`src/rme_pkg.sv`:
```
`timescale 1ns / 1ps

package rme_pkg;

  localparam int DATA_W       = 32;
  localparam int WORD_W       = 16;
  localparam int OPC_W        = 4;
  localparam int IDX_W        = 6;
  localparam int COND_W       = 3;
  localparam int R1_LSB       = 4;
  localparam int R2_LSB       = 10;
  localparam int NUM_REGS_DEF = 64;

  typedef enum logic [OPC_W-1:0] {
    OP_ADD   = 4'd0,
    OP_SUB   = 4'd1,
    OP_MUL   = 4'd2,
    OP_DIV   = 4'd3,
    OP_CMP   = 4'd4,
    OP_COPY  = 4'd5,
    OP_JMP   = 4'd6,
    OP_LOAD  = 4'd7,
    OP_INPUT = 4'd8,
    OP_OUT   = 4'd9,
    OP_HALT  = 4'd10,
    OP_NOP   = 4'd15
  } op_t;

  typedef enum logic [COND_W-1:0] {
    COND_ALWAYS  = 3'd0,
    COND_ZERO    = 3'd1,
    COND_NZERO   = 3'd2,
    COND_POS     = 3'd3,
    COND_NEG     = 3'd4,
    COND_NOT_NEG = 3'd5,
    COND_NOT_POS = 3'd6,
    COND_NEVER   = 3'd7
  } cond_t;

  typedef enum logic [1:0] {
    FLAG_ZERO = 2'd0,
    FLAG_POS  = 2'd1,
    FLAG_NEG  = 2'd2
  } flag_t;

  typedef struct packed {
    op_t               op;
    cond_t             cond;
    logic [IDX_W-1:0]  r1;
    logic [IDX_W-1:0]  r2;
    logic [DATA_W-1:0] imm;
    logic [DATA_W-1:0] key;
  } instr_t;

  function automatic flag_t flag_of(input logic [DATA_W-1:0] v);
    flag_t f;
    if (v == '0) begin
      f = FLAG_ZERO;
    end else if (v[DATA_W-1]) begin
      f = FLAG_NEG;
    end else begin
      f = FLAG_POS;
    end
    return f;
  endfunction

  function automatic logic cond_met(input cond_t c, input flag_t f);
    logic m;
    unique case (c)
      COND_ALWAYS:  m = 1'b1;
      COND_ZERO:    m = (f == FLAG_ZERO);
      COND_NZERO:   m = (f != FLAG_ZERO);
      COND_POS:     m = (f == FLAG_POS);
      COND_NEG:     m = (f == FLAG_NEG);
      COND_NOT_NEG: m = (f != FLAG_NEG);
      COND_NOT_POS: m = (f != FLAG_POS);
      default:      m = 1'b0;
    endcase
    return m;
  endfunction

endpackage

```
`src/rme_front.sv`:
```
`timescale 1ns / 1ps

module rme_front (
  input  logic                       clk,
  input  logic                       rst_n,
  input  logic                       in_valid,
  output logic                       in_ready,
  input  logic [rme_pkg::WORD_W-1:0] in_instr_word,
  input  logic signed [rme_pkg::DATA_W-1:0] in_immediate,
  input  logic signed [rme_pkg::DATA_W-1:0] in_keyboard_value,
  output logic                       q_valid,
  input  logic                       q_pop,
  output rme_pkg::instr_t            q_data
);

  import rme_pkg::*;

  logic [OPC_W-1:0] opc;
  logic [IDX_W-1:0] f1;
  logic [IDX_W-1:0] f2;
  instr_t           dec;
  logic             push;

  instr_t     q_r [2];
  logic       wp_r;
  logic       rp_r;
  logic [1:0] cnt_r;

  assign opc = in_instr_word[OPC_W-1:0];
  assign f1  = in_instr_word[R1_LSB +: IDX_W];
  assign f2  = in_instr_word[R2_LSB +: IDX_W];

  always_comb begin
    dec.op   = (opc <= OPC_W'(OP_HALT)) ? op_t'(opc) : OP_NOP;
    dec.cond = (f1 <= IDX_W'(COND_NOT_POS)) ? cond_t'(f1[COND_W-1:0]) : COND_NEVER;
    dec.r1   = f1;
    dec.r2   = f2;
    dec.imm  = unsigned'(in_immediate);
    dec.key  = unsigned'(in_keyboard_value);
  end

  assign in_ready = (cnt_r != 2'd2);
  assign push     = in_valid && in_ready;
  assign q_valid  = (cnt_r != 2'd0);
  assign q_data   = q_r[rp_r];

  always_ff @(posedge clk) begin
    if (!rst_n) begin
      wp_r  <= 1'b0;
      rp_r  <= 1'b0;
      cnt_r <= 2'd0;
    end else begin
      if (push) begin
        wp_r <= ~wp_r;
      end
      if (q_pop) begin
        rp_r <= ~rp_r;
      end
      if (push && !q_pop) begin
        cnt_r <= cnt_r + 2'd1;
      end else if (q_pop && !push) begin
        cnt_r <= cnt_r - 2'd1;
      end
    end
  end

  always_ff @(posedge clk) begin
    if (push) begin
      q_r[wp_r] <= dec;
    end
  end

endmodule

```
`config.mk`:
```
export PLATFORM = sky130hd
export DESIGN_NAME = rme_front
export DESIGN_NICKNAME = d
export VERILOG_FILES = /design/src/rme_pkg.sv /design/src/rme_front.sv
export SDC_FILE = /design/constraint.sdc
export NUM_CORES = 1
export LEC_CHECK = 0
export CAP_MARGIN = 5
export CORE_UTILIZATION = 55
export DETAILED_ROUTE_END_ITERATION = 8
export DONT_BUFFER_PORTS = 1
export PLACE_DENSITY = 0.78
export SLEW_MARGIN = 25
export SYNTH_ARGS = -nofsm -noshare
export SYNTH_HDL_FRONTEND = slang
export SYNTH_SLANG_ARGS = --single-unit
```
`constraint.sdc`:
```
create_clock -name clk -period 9.3 [get_ports clk]
set_clock_uncertainty 0.1 [all_clocks]
set_input_delay 0 -clock clk [delete_from_list [all_inputs] [get_ports clk]]
set_output_delay 0 -clock clk [all_outputs]
set_load 0.02 [all_outputs]
```
==> metrics.md, run 1 <==
| Metric | Value |
|---|---|
| Critical Path RT | `just over 9 ns` |
| Total congestion overflow | `0` |
| Worst r2r path cells | `4` |
| Clk_lat worst skew | `around 0.40 ns` |
| Crit-path max cell delay | `between 0.6 and 0.7 ns` |
| #FFs+latches synth | `about 170` |
| Layout area overhead | `24.2%` |
| Layout cells sized above 1 | `a little under a third` |
| Async S/R FF share, synth | `0%` |
| Hold_sp | `in_valid` |
| Slowest-stage cell, CP | `buf_4` |
| CTS tree | `built` |
| Critical Path End Type | `flip-flop` |
| GP Congestion | `0.710` |
| Critical-path cell list | `nand2b_4 -> nand3b_1 -> clkinv_2 -> buf_4` |
| Row cnt | `38` |
| Residual DRC count | `0` |
| Warnings from Yosys | `0` |
| Worst r2r src | `cnt_r[0]` |
| Longest Clk Path Bufs | `2` |
| Synth top area cells | `edfxtp_1 79%, mux2_2 15%, dfxtp_1 1.6%` |
| NumNets Final | `about 470` |
| Root buffer cell | `clkbuf_16` |
| Cell area after synthesis | `between 6000 and 7000 µm²` |
| Global-route wire length before repair | `between 15000 and 20000 µm` |
| Routed WL | `11000 µm` |
| VDD IR max | `about 160 µV` |
| Buf+Inv Stages, Crit Path | `2` |
| Antenna violations before repair | `0` |
| Syn nets | `about 370` |
| Final Max Tran Viols | `0` |
| Min cycle time layout | `2.36 ns` |
| Num Clock Sinks | `around 170` |
| Most common library cells after synthesis | `166 x edfxtp_1, 83 x mux2_2, 7 x buf_6` |
| Share of the clock period used by the worst path | `25.4%` |
| Synthesized area per cell | `21.8 µm²` |
| DPL Wire Length | `about 6300 µm` |
| Finish-stage setup viols | `0` |
| MaxCap Viol Count | `0` |
| Total track usage | `18.7%` |
| Vias per std cell | `around 5.5` |
| Antenna-violating nets left | `0` |
| Die H | `109 µm` |
| Fmax | `roughly 0.42 GHz` |
| FF-to-FF setup slack | `about 7 ns` |
| Rel. slew slack | `roughly 57%` |
| Worst r2r dst | `q_r[0][80]` |
| Area of the core | `11000 µm²` |
| Number of flops mapped to enable cells by yosys | `166` |
| Initial drt markers | `192` |
| Synth area leader | `edfxtp_1` |
| Min-Delay Path Depth | `1` |
| Sequential area share after synthesis | `between 80% and 90%` |
| Status | `complete, no violations` |
| Cells after Synth | `just under 300` |
| Clock transition at path regs | `about 0.060 ns` |
| Startpoint types | `flip-flop` |
| Pre-antenna DRT Iters | `4` |
| I/O pins | `169` |
| CP delay by family, top | `buffers and inverters` |
| N_diodes | `0` |
| Top-area cell type share of the netlist area | `79.1%` |
| CP arrival | `between 2 and 2.5 ns` |
| RSZ-0062 raised after global routing | `false` |
| Hold Fails Final Rpt | `0` |
| HP Class | `primary input to flip-flop` |
| Post_cts resized | `0` |
| Critical path class | `flip-flop to flip-flop` |
| Yosys cell types | `24` |
| Hold endpoint | `q_r[1][45]` |
| Largest net degree at the start of global routing | `84` |
| Die Area | `between 10000 and 15000 µm²` |
| Crit path max fanout | `47` |
| Tightest Pin Transition | `about 0.64 ns` |
| Setup TNS | `0 ns` |
| Most common cell in the synthesized netlist | `edfxtp_1` |
| Drt wl/cell | `roughly 20 µm` |
| Worst hold margin | `between 0.015 and 0.02 ns` |
| Static Leakage | `between 2 and 3 nW` |
| Die Wd | `between 100 and 150 µm` |
| Vias | `2959` |
| CTS Buf Count | `17` |
| IO Port Bufs | `0` |
| Initial Util | `57.4%` |
| Number of global-route vias before repair | `3130` |
| Top_reg_cell synth | `edfxtp_1` |
| Pwr Density | `234 nW/µm²` |
| Htree depth | `4` |
flip-flops by register name, indices dropped and copies added, names as in the netlist, named ones only:
name	count
cnt_r	2
rp_r	1
wp_r	1
q_r	166
stage by stage:
step / util (%) / cells / power [mW] / cell area [µm²] / worst slack [ns]
after floorplan: - / 289 / 1.16 / 6300 / 6.19
after global placement: 58.3 / 420 / 1.18 / 6400 / 7.02
after detailed placement: 58.5 / 421 / 1.19 / 6430 / 6.93
after CTS: 71.1 / 538 / 1.85 / 7810 / 6.92
after global routing: 71.3 / 539 / 1.90 / 7830 / 6.76
final: 71.3 / 539 / 1.83 / 7830 / 6.94
per-layer routing:
metal,GRT usage [%],share of wire [%]
met1,21.1,37
met2,32.2,53
met3,7.59,9.3
met4,5.98,1.1
met5,0,0
final cells by class:
cell class              count  area [µm²]
clock buffers              19         433
clock inverters            13        96.3
fillers                   673        3160
inverters                   2        8.76
multi-input cells         106        1120
flip-flops and latches    171        5090
well taps                 140         175
repair buffers             88         906
logic make-up (layout without fill, tap and decap cells):
| group | count (synthesis) | in the layout | synth area share, % |
|---|---|---|---|
| flops | 171 | 171 | 80.7 |
| simple gates | 12 | 12 | 1.39 |
| xor+xnor | 3 | 3 | 0.417 |
| fa+ha+maj | 1 | 1 | 0.198 |
| buf+inv | 12 | 122 | 1.63 |
| compound gates | 7 | 7 | 0.854 |
| mux | 83 | 83 | 14.8 |
worst max-delay path by stage:
stage,from,endpoint,slack [ns],cells past startpoint
after floorplan,cnt_r[0],q_r[1][0],6.19,2
after global placement,cnt_r[0],q_r[0][0],7.02,4
after detailed placement,cnt_r[0],q_r[0][69],6.93,4
after CTS,cnt_r[0],q_r[0][60],6.92,4
after global routing,cnt_r[0],q_r[0][56],6.76,4
final,cnt_r[0],q_r[0][80],6.94,4
worst register-to-register path, delay by kind of cell (launching register included):
family	cells	cell delay, ns
buffers and inverters	2	1.12
flip-flops	1	0.40
AND/OR/NAND/NOR	2	0.34
cell usage in the layout, fill, tap and decap left out, drive strengths merged, types with 2 or more instances in the layout:
| cell type | n |
|---|---|
| inv | 4 |
| or4 | 3 |
| and2 | 4 |
| dlygate4sd3 | 85 |
| a21boi | 2 |
| edfxtp | 166 |
| xor2 | 2 |
| clkinv | 8 |
| dfxtp | 5 |
| a21o | 2 |
| clkbuf | 19 |
| buf | 3 |
| clkinvlp | 3 |
| mux2 | 83 |
power breakdown:
part | total (mW) | switching, mW | internal (mW)
combinational | 0.254 | 0.162 | 0.0916
clock | 0.621 | 0.278 | 0.343
sequential | 0.958 | 0.0248 | 0.933
timing repair:
action | 4_1_cts | 5_1_grt
hold endpoints to repair | 171 | 0
setup buffers | 0 | 0
hold buffers | 85 | 0
No activity file was read; power rests on OpenSTA's default activity.
==> run 2, diff against run 1 <==
--- a/config.mk
+++ b/config.mk
@@ -5,6 +5,7 @@
 export SDC_FILE = /design/constraint.sdc
 export NUM_CORES = 1
 export LEC_CHECK = 0
+export ABC_AREA = 1
 export CAP_MARGIN = 5
 export CORE_UTILIZATION = 55
 export DETAILED_ROUTE_END_ITERATION = 8
==> constraint.sdc (replaced) <==
create_clock -name clk -period 2.4 [get_ports clk]
set_clock_uncertainty 0.1 [all_clocks]
set_input_delay 0 -clock clk [delete_from_list [all_inputs] [get_ports clk]]
set_output_delay 0 -clock clk [all_outputs]
set_load 0.02 [all_outputs]
==> metrics.md, run 2 <==
| Metric | Value |
|---|---|
| Cell area after synthesis | `6630 µm² (+5.3%)` |
| Longest Clk Path Bufs | `2 (unchanged)` |
| Cells after Synth | `310 (+7.3%)` |
| I/O pins | `169 (unchanged)` |
| HP Class | `primary input to flip-flop` |
| Drt wl/cell | `19.8 µm (-3.5%)` |
| Filler-free cell count of the finished design | `567 (+5.2%)` |
| Critical Path RT | `2.65 ns (-6.59 ns)` |
| Main combinational cell family by area after synthesis | `multiplexers` |
| Finish-stage setup viols | `0 (unchanged)` |
| Adder-cell area share of the yosys netlist | `0.189% (-0.0099 points)` |
| Rel. slew slack | `58.6% (+1.4 points)` |
| Yosys cell types | `17 (-29%)` |
| Status | `finished with violations` |
| Post-Place Worst Slack | `0.647 ns (-6.29 ns)` |
| Residual DRC count | `11 (+11)` |
| Layout area overhead | `23.3%` |
| Number of flops mapped to enable cells by yosys | `166 (unchanged)` |
| Die Wd | `112 µm (+2.5%)` |
| Biggest register | `q_r` |
| Mux share of post-synthesis cell area | `18.0% (+3.2 points)` |
| Syn nets | `395 (+5.6%)` |
| Critical-path cell list | `inv_1 -> nand2_4 -> nand2_2 -> inv_1 -> ha_1 -> dlygate4sd3_1 -> a21oi_1` |
| IO Port Bufs | `0 (unchanged)` |
| Clk_lat worst skew | `0.42 ns (+0.02 ns)` |
| Placed instance area | `6760 µm² (+5.1%)` |
| Warnings from Yosys | `0 (unchanged)` |
| Synthesized area per cell | `21.4 µm² (-1.9%)` |
| Initial Util | `57.4% (about the same)` |
| Startpoint types | `flip-flop` |
| Vias | `3056 (+3.3%)` |
| Layout cells sized above 1 | `27.6% (-2.7 points)` |
| Global-route wire length before repair | `16700 µm (+5.2%)` |
| Fmax | `0.501 GHz (+18%)` |
| Violated checks | `DRC` |
| Max reg flops | `166 (unchanged)` |
| CP arrival | `2.25 ns (-0.05 ns)` |
| Final Max Tran Viols | `0 (unchanged)` |
| Antenna violations before repair | `0 (unchanged)` |
| Critical path class | `flip-flop to flip-flop` |
| Vias per std cell | `5.39 (-1.8%)` |
| Clock transition at path regs | `0.06 ns (about the same)` |
| Most frequent cell on the critical path | `inv_1` |
| Simple-gate portion of the synthesized area | `1.60% (+0.21 points)` |
| CTS tree | `built` |
| Commonest non-fill, non-tap cells in the layout | `166 x edfxtp_1, 88 x dlygate4sd3_1, 70 x mux2_4` |
| Min cycle time layout | `2.00 ns (-0.366 ns)` |
| NumNets Final | `497 (+5.5%)` |
| Most common library cells after synthesis | `166 x edfxtp_1, 70 x mux2_4, 16 x nand2_1` |
| Final Util | `70.7% (-0.55 points)` |
| Critical Path End Type | `flip-flop` |
| Setup TNS | `0 ns (unchanged)` |
| Async S/R FF share, synth | `0% (unchanged)` |
| Final non-filler cell area | `8180 µm² (+4.5%)` |
| Cell total after placement | `448 (+6.4%)` |
| Buf+Inv Stages, Crit Path | `3 (+1)` |
| Total congestion overflow | `0 (unchanged)` |
| Pre-antenna DRT Iters | `8 (+4)` |
| Pwr Density | `867 nW/µm² (+270%)` |
| Sequential area share after synthesis | `76.7% (-4.0 points)` |
| Crit-path max cell delay | `0.58 ns (-0.05 ns)` |
| Synth area leader | `edfxtp_1` |
| Initial drt markers | `223 (+16%)` |
| MaxCap Viol Count | `0 (unchanged)` |
| Die Area | `12500 µm² (+5.2%)` |
| Share of the clock period used by the worst path | `83.2% (+58 points)` |
| Root buffer cell | `clkbuf_16` |
| Hold Fails Final Rpt | `0 (unchanged)` |
| Most common cell in the synthesized netlist | `edfxtp_1` |
| GP Congestion | `0.692 (-2.6%)` |
| Tightest Pin Transition | `0.621 ns (-0.0200 ns)` |
| Top_reg_cell synth | `edfxtp_1` |
| Routed WL | `11200 µm (+1.5%)` |
| Largest net degree at the start of global routing | `84 (unchanged)` |
| Crit path max fanout | `5 (-89%)` |
| Antenna-violating nets left | `0 (unchanged)` |
| N_diodes | `0 (unchanged)` |
| Static Leakage | `2.96 nW (+14%)` |
| Post-Synth XOR/XNOR Area | `0% (-0.42 points)` |
| Regs by FF count | `q_r: 166 flops, cnt_r: 2 flops` |
| CTS Buf Count | `17 (unchanged)` |
| Total power | `7.09 mW (+290%)` |
| Number of global-route vias before repair | `3266 (+4.3%)` |
| Area of the core | `11600 µm² (+5.3%)` |
| RSZ-0062 raised after global routing | `false` |
| Commonest non-fill, non-tap cell in the layout | `edfxtp_1` |
| Post-CTS Setup Inserts | `0 (unchanged)` |
| Synth top area cells | `edfxtp_1 75%, mux2_4 16%, mux2_2 2.2%` |
| #FFs+latches synth | `171 (unchanged)` |
| CP delay by family, top | `buffers and inverters` |
| Total track usage | `18.4% (-0.32 points)` |
| Worst hold margin | `0.130 ns (+0.113 ns)` |
| Num Clock Sinks | `171 (unchanged)` |
| Final setup margin | `0.403 ns (-6.53 ns)` |
| DPL Wire Length | `6510 µm (+2.8%)` |
| Top-area cell type share of the netlist area | `75.1% (-4.0 points)` |
| Compound-Gate Fraction of Synth Area | `0.302% (-0.55 points)` |
| Row cnt | `39 (+2.6%)` |
| Slowest-stage cell, CP | `dlygate4sd3_1` |
| Htree depth | `4 (unchanged)` |
| VDD IR max | `629 µV (+300%)` |
| Die H | `112 µm (+2.5%)` |
==> run 2: final cells by class <==
| type | count | area [µm²] |
|---|---|---|
| Tap cell | 143 | 179 |
| Fill cell | 710 | 3390 |
| Clock buffer | 21 | 440 |
| Clock inverter | 10 | 101 |
| Sequential cell | 171 | 5090 |
| Multi-Input combinational cell | 115 | 1360 |
| Timing Repair Buffer | 93 | 956 |
| Inverter | 14 | 52.6 |
==> run 2: power breakdown <==
part	internal [mW]	total [mW]	switching, mW
registers	3.56	3.62	0.0647
logic	0.389	0.950	0.561
clock network	1.51	2.52	1.01
==> run 2: final timing paths <==
kind / slack, ns / start / cells past startpoint / endpoint
setup / recovery: 0.40 / cnt_r[0] / 7 / cnt_r[0]
hold / removal: 0.13 / in_keyboard_value[11] / 1 / q_r[1][11]
hold reg to reg: 0.42 / rp_r / 2 / rp_r
setup reg to reg: 0.40 / cnt_r[0] / 7 / cnt_r[0]
==> run 2: routing by layer <==
layer | routed length, µm | track usage, % | vias up
li1 | - | - | 1393
met1 | 4220 | 19.9 | 1502
met2 | 5770 | 31.2 | 134
met3 | 925 | 6.53 | 27
met4 | 290 | 10.8 | 0
met5 | 0 | 0 | -
==> run 2: logic make-up (layout without fill, tap and decap cells) <==
logic type | Yosys count | in the layout
muxes | 83 | 83
buffers and inverters | 24 | 138
and+or+nand+nor | 27 | 27
AOI/OAI and AO/OA | 4 | 4
adders and majority gates | 1 | 1
DFF | 171 | 171
==> run 2: timing repair <==
action,in CTS,in global routing
resized for setup,0,0
hold buffers,88,0
hold endpoints to repair,171,0
==> run 3, diff against run 2 <==
--- a/config.mk
+++ b/config.mk
@@ -5,7 +5,7 @@
 export SDC_FILE = /design/constraint.sdc
 export NUM_CORES = 1
 export LEC_CHECK = 0
-export ABC_AREA = 1
+export ABC_AREA = 0
 export CAP_MARGIN = 5
 export CORE_UTILIZATION = 55
 export DETAILED_ROUTE_END_ITERATION = 8
==> constraint.sdc (replaced) <==
create_clock -name clk -period 1.9 [get_ports clk]
set_clock_uncertainty 0.1 [all_clocks]
set_input_delay 0 -clock clk [delete_from_list [all_inputs] [get_ports clk]]
set_output_delay 0 -clock clk [all_outputs]
set_load 0.02 [all_outputs]
==> metrics.md, run 3 (synthesized netlist as in run 1, its figures left out) <==
| Metric | Value |
|---|---|
| Commonest non-fill, non-tap cells in the layout | `166 x edfxtp_1, 85 x dlygate4sd3_1, 83 x mux2_2` |
| Die Area | `11900 µm² (-4.9%)` |
| Htree depth | `4 (unchanged)` |
| Clk_lat worst skew | `0.41 ns (about the same)` |
| Static Leakage | `2.65 nW (-10%)` |
| Min cycle time layout | `1.71 ns (-0.291 ns)` |
| RSZ-0062 raised after global routing | `false` |
| GP Congestion | `0.699 (+1.1%)` |
| Regs by FF count | `q_r: 166 flops, cnt_r: 2 flops` |
| Final Max Tran Viols | `0 (unchanged)` |
| Pre-antenna DRT Iters | `4 (-4)` |
| Critical Path End Type | `flip-flop` |
| Num Clock Sinks | `171 (unchanged)` |
| Share of the clock period used by the worst path | `89.8% (+6.6 points)` |
| Hold Fails Final Rpt | `0 (unchanged)` |
| Global-route wire length before repair | `16100 µm (-3.6%)` |
| Biggest register | `q_r` |
| Final non-filler cell area | `7940 µm² (-2.9%)` |
| IO Port Bufs | `0 (unchanged)` |
| Finish-stage setup viols | `0 (unchanged)` |
| Antenna violations before repair | `0 (unchanged)` |
| Root buffer cell | `clkbuf_16` |
| Startpoint types | `flip-flop` |
| Largest net degree at the start of global routing | `46 (-45%)` |
| Fmax | `0.586 GHz (+17%)` |
| Max reg flops | `166 (unchanged)` |
| I/O pins | `169 (unchanged)` |
| Initial Util | `57.4% (about the same)` |
| Routed WL | `11100 µm (-0.81%)` |
| Crit path max fanout | `5 (unchanged)` |
| Pwr Density | `1170 nW/µm² (+35%)` |
| Longest Clk Path Bufs | `2 (unchanged)` |
| Antenna-violating nets left | `0 (unchanged)` |
| Placed instance area | `6520 µm² (-3.6%)` |
| Die H | `109 µm (-2.5%)` |
| MaxCap Viol Count | `0 (unchanged)` |
| Clock transition at path regs | `0.06 ns (about the same)` |
| Drt wl/cell | `20.5 µm (+3.8%)` |
| Filler-free cell count of the finished design | `542 (-4.4%)` |
| NumNets Final | `474 (-4.6%)` |
| CTS Buf Count | `17 (unchanged)` |
| N_diodes | `0 (unchanged)` |
| Number of global-route vias before repair | `3061 (-6.3%)` |
| Commonest non-fill, non-tap cell in the layout | `edfxtp_1` |
| Vias per std cell | `5.45 (+1.2%)` |
| Layout area overhead | `26.0%` |
| Residual DRC count | `0 (-11)` |
| Cell total after placement | `425 (-5.1%)` |
| FILL cells | `651 (-8.3%)` |
| Critical path class | `flip-flop to flip-flop` |
| Vias | `2955 (-3.3%)` |
| DPL Wire Length | `6450 µm (-0.87%)` |
| Final Util | `72.3% (+1.6 points)` |
| Die Wd | `109 µm (-2.5%)` |
| Row cnt | `38 (-2.6%)` |
| CTS tree | `built` |
| Total track usage | `19.1% (+0.77 points)` |
| Area of the core | `11000 µm² (-5.0%)` |
| Rel. slew slack | `83.3% (+25 points)` |
| Status | `complete, no violations` |
| CP arrival | `1.95 ns (-0.30 ns)` |
| VDD IR max | `745 µV (+18%)` |
| Tightest Pin Transition | `0.251 ns (-0.370 ns)` |
| Critical Path RT | `2.14 ns (-0.51 ns)` |
| HP Class | `primary input to flip-flop` |
| Layout cells sized above 1 | `31.8% (+4.2 points)` |
| Initial drt markers | `179 (-20%)` |
| FF-to-FF setup slack | `0.19 ns (-0.21 ns)` |
| Total congestion overflow | `0 (unchanged)` |
run 3: cell count changes in the layout (fill, tap and decap cells not counted), sizes merged, moves of 3 or more:
cell         previous run  this run
and2                    0         4
clkbuf                 21        17
clkinvlp                2         5
dlygate4sd3            88        85
inv                    14         4
nand2                  16         0
nor2                    8         0
or4                     0         3
run 3: final cells by class:
class                      count  area, µm²  area share (%)
clock inverter                15        149            1.87
clock buffer                  17        425            5.36
timing repair buffer          91        971            12.2
tap                          140        175            2.21
multi-input combinational    106       1120            14.1
sequential                   171       5090            64.1
inverter                       2       11.3           0.142
run 3: critical path, cell delays in order (launching register included):
cell and delay (ns):
dfxtp_2 0.34, nand2b_4 0.19, and2_1 0.18, ha_1 0.20, xor2_1 0.17, or3_1 0.31, a21boi_1 0.14
run 3: path summary, 6_finish.rpt:
kind | endpoint | start | cells past startpoint
worst max register to register | cnt_r[1] | cnt_r[0] | 6
worst max-delay path | cnt_r[1] | cnt_r[0] | 6
worst min-delay path | q_r[1][66] | in_instr_word[12] | 1
worst min register to register | cnt_r[1] | cnt_r[1] | 2
run 3: per-stage QoR:
step	hold WS, ns	TNS (ns)	setup WS (ns)	total power, mW
after global placement	-0.00105	0	0.277	5.85
after global routing	0.123	0	0.111	9.61
after floorplan	-0.00113	-57.90	-0.459	5.67
final	0.141	0	0.194	9.28
after CTS	0.117	0	0.218	9.36
after detailed placement	-0.00106	0	0.231	5.88
run 3: metal layers:
metal  part of all wire [%]  wire (µm)  vias to the layer above  track usage (%)
met2                     53       5880                      123             32.9
met4                   0.81         90                        0             6.27
li1                       -          -                     1358                -
met3                    8.9        994                       11             8.97
met1                     37       4150                     1463             20.8
met5                      0          0                        -                0
run 3: repair_timing:
item	CTS	global route
hold buffers	85	0
resized for setup	0	0
setup endpoints to repair	0	0
setup buffers	0	0
endpoints found under the hold margin	178	0
run 3: power breakdown:
part           internal (mW)  switching, mW  total [mW]  leakage (nW)
clock network           1.93           1.37        3.30         0.273
registers               4.56         0.0982        4.66          1.58
logic                  0.488          0.828        1.32         0.796
total                   6.98           2.29        9.28          2.65
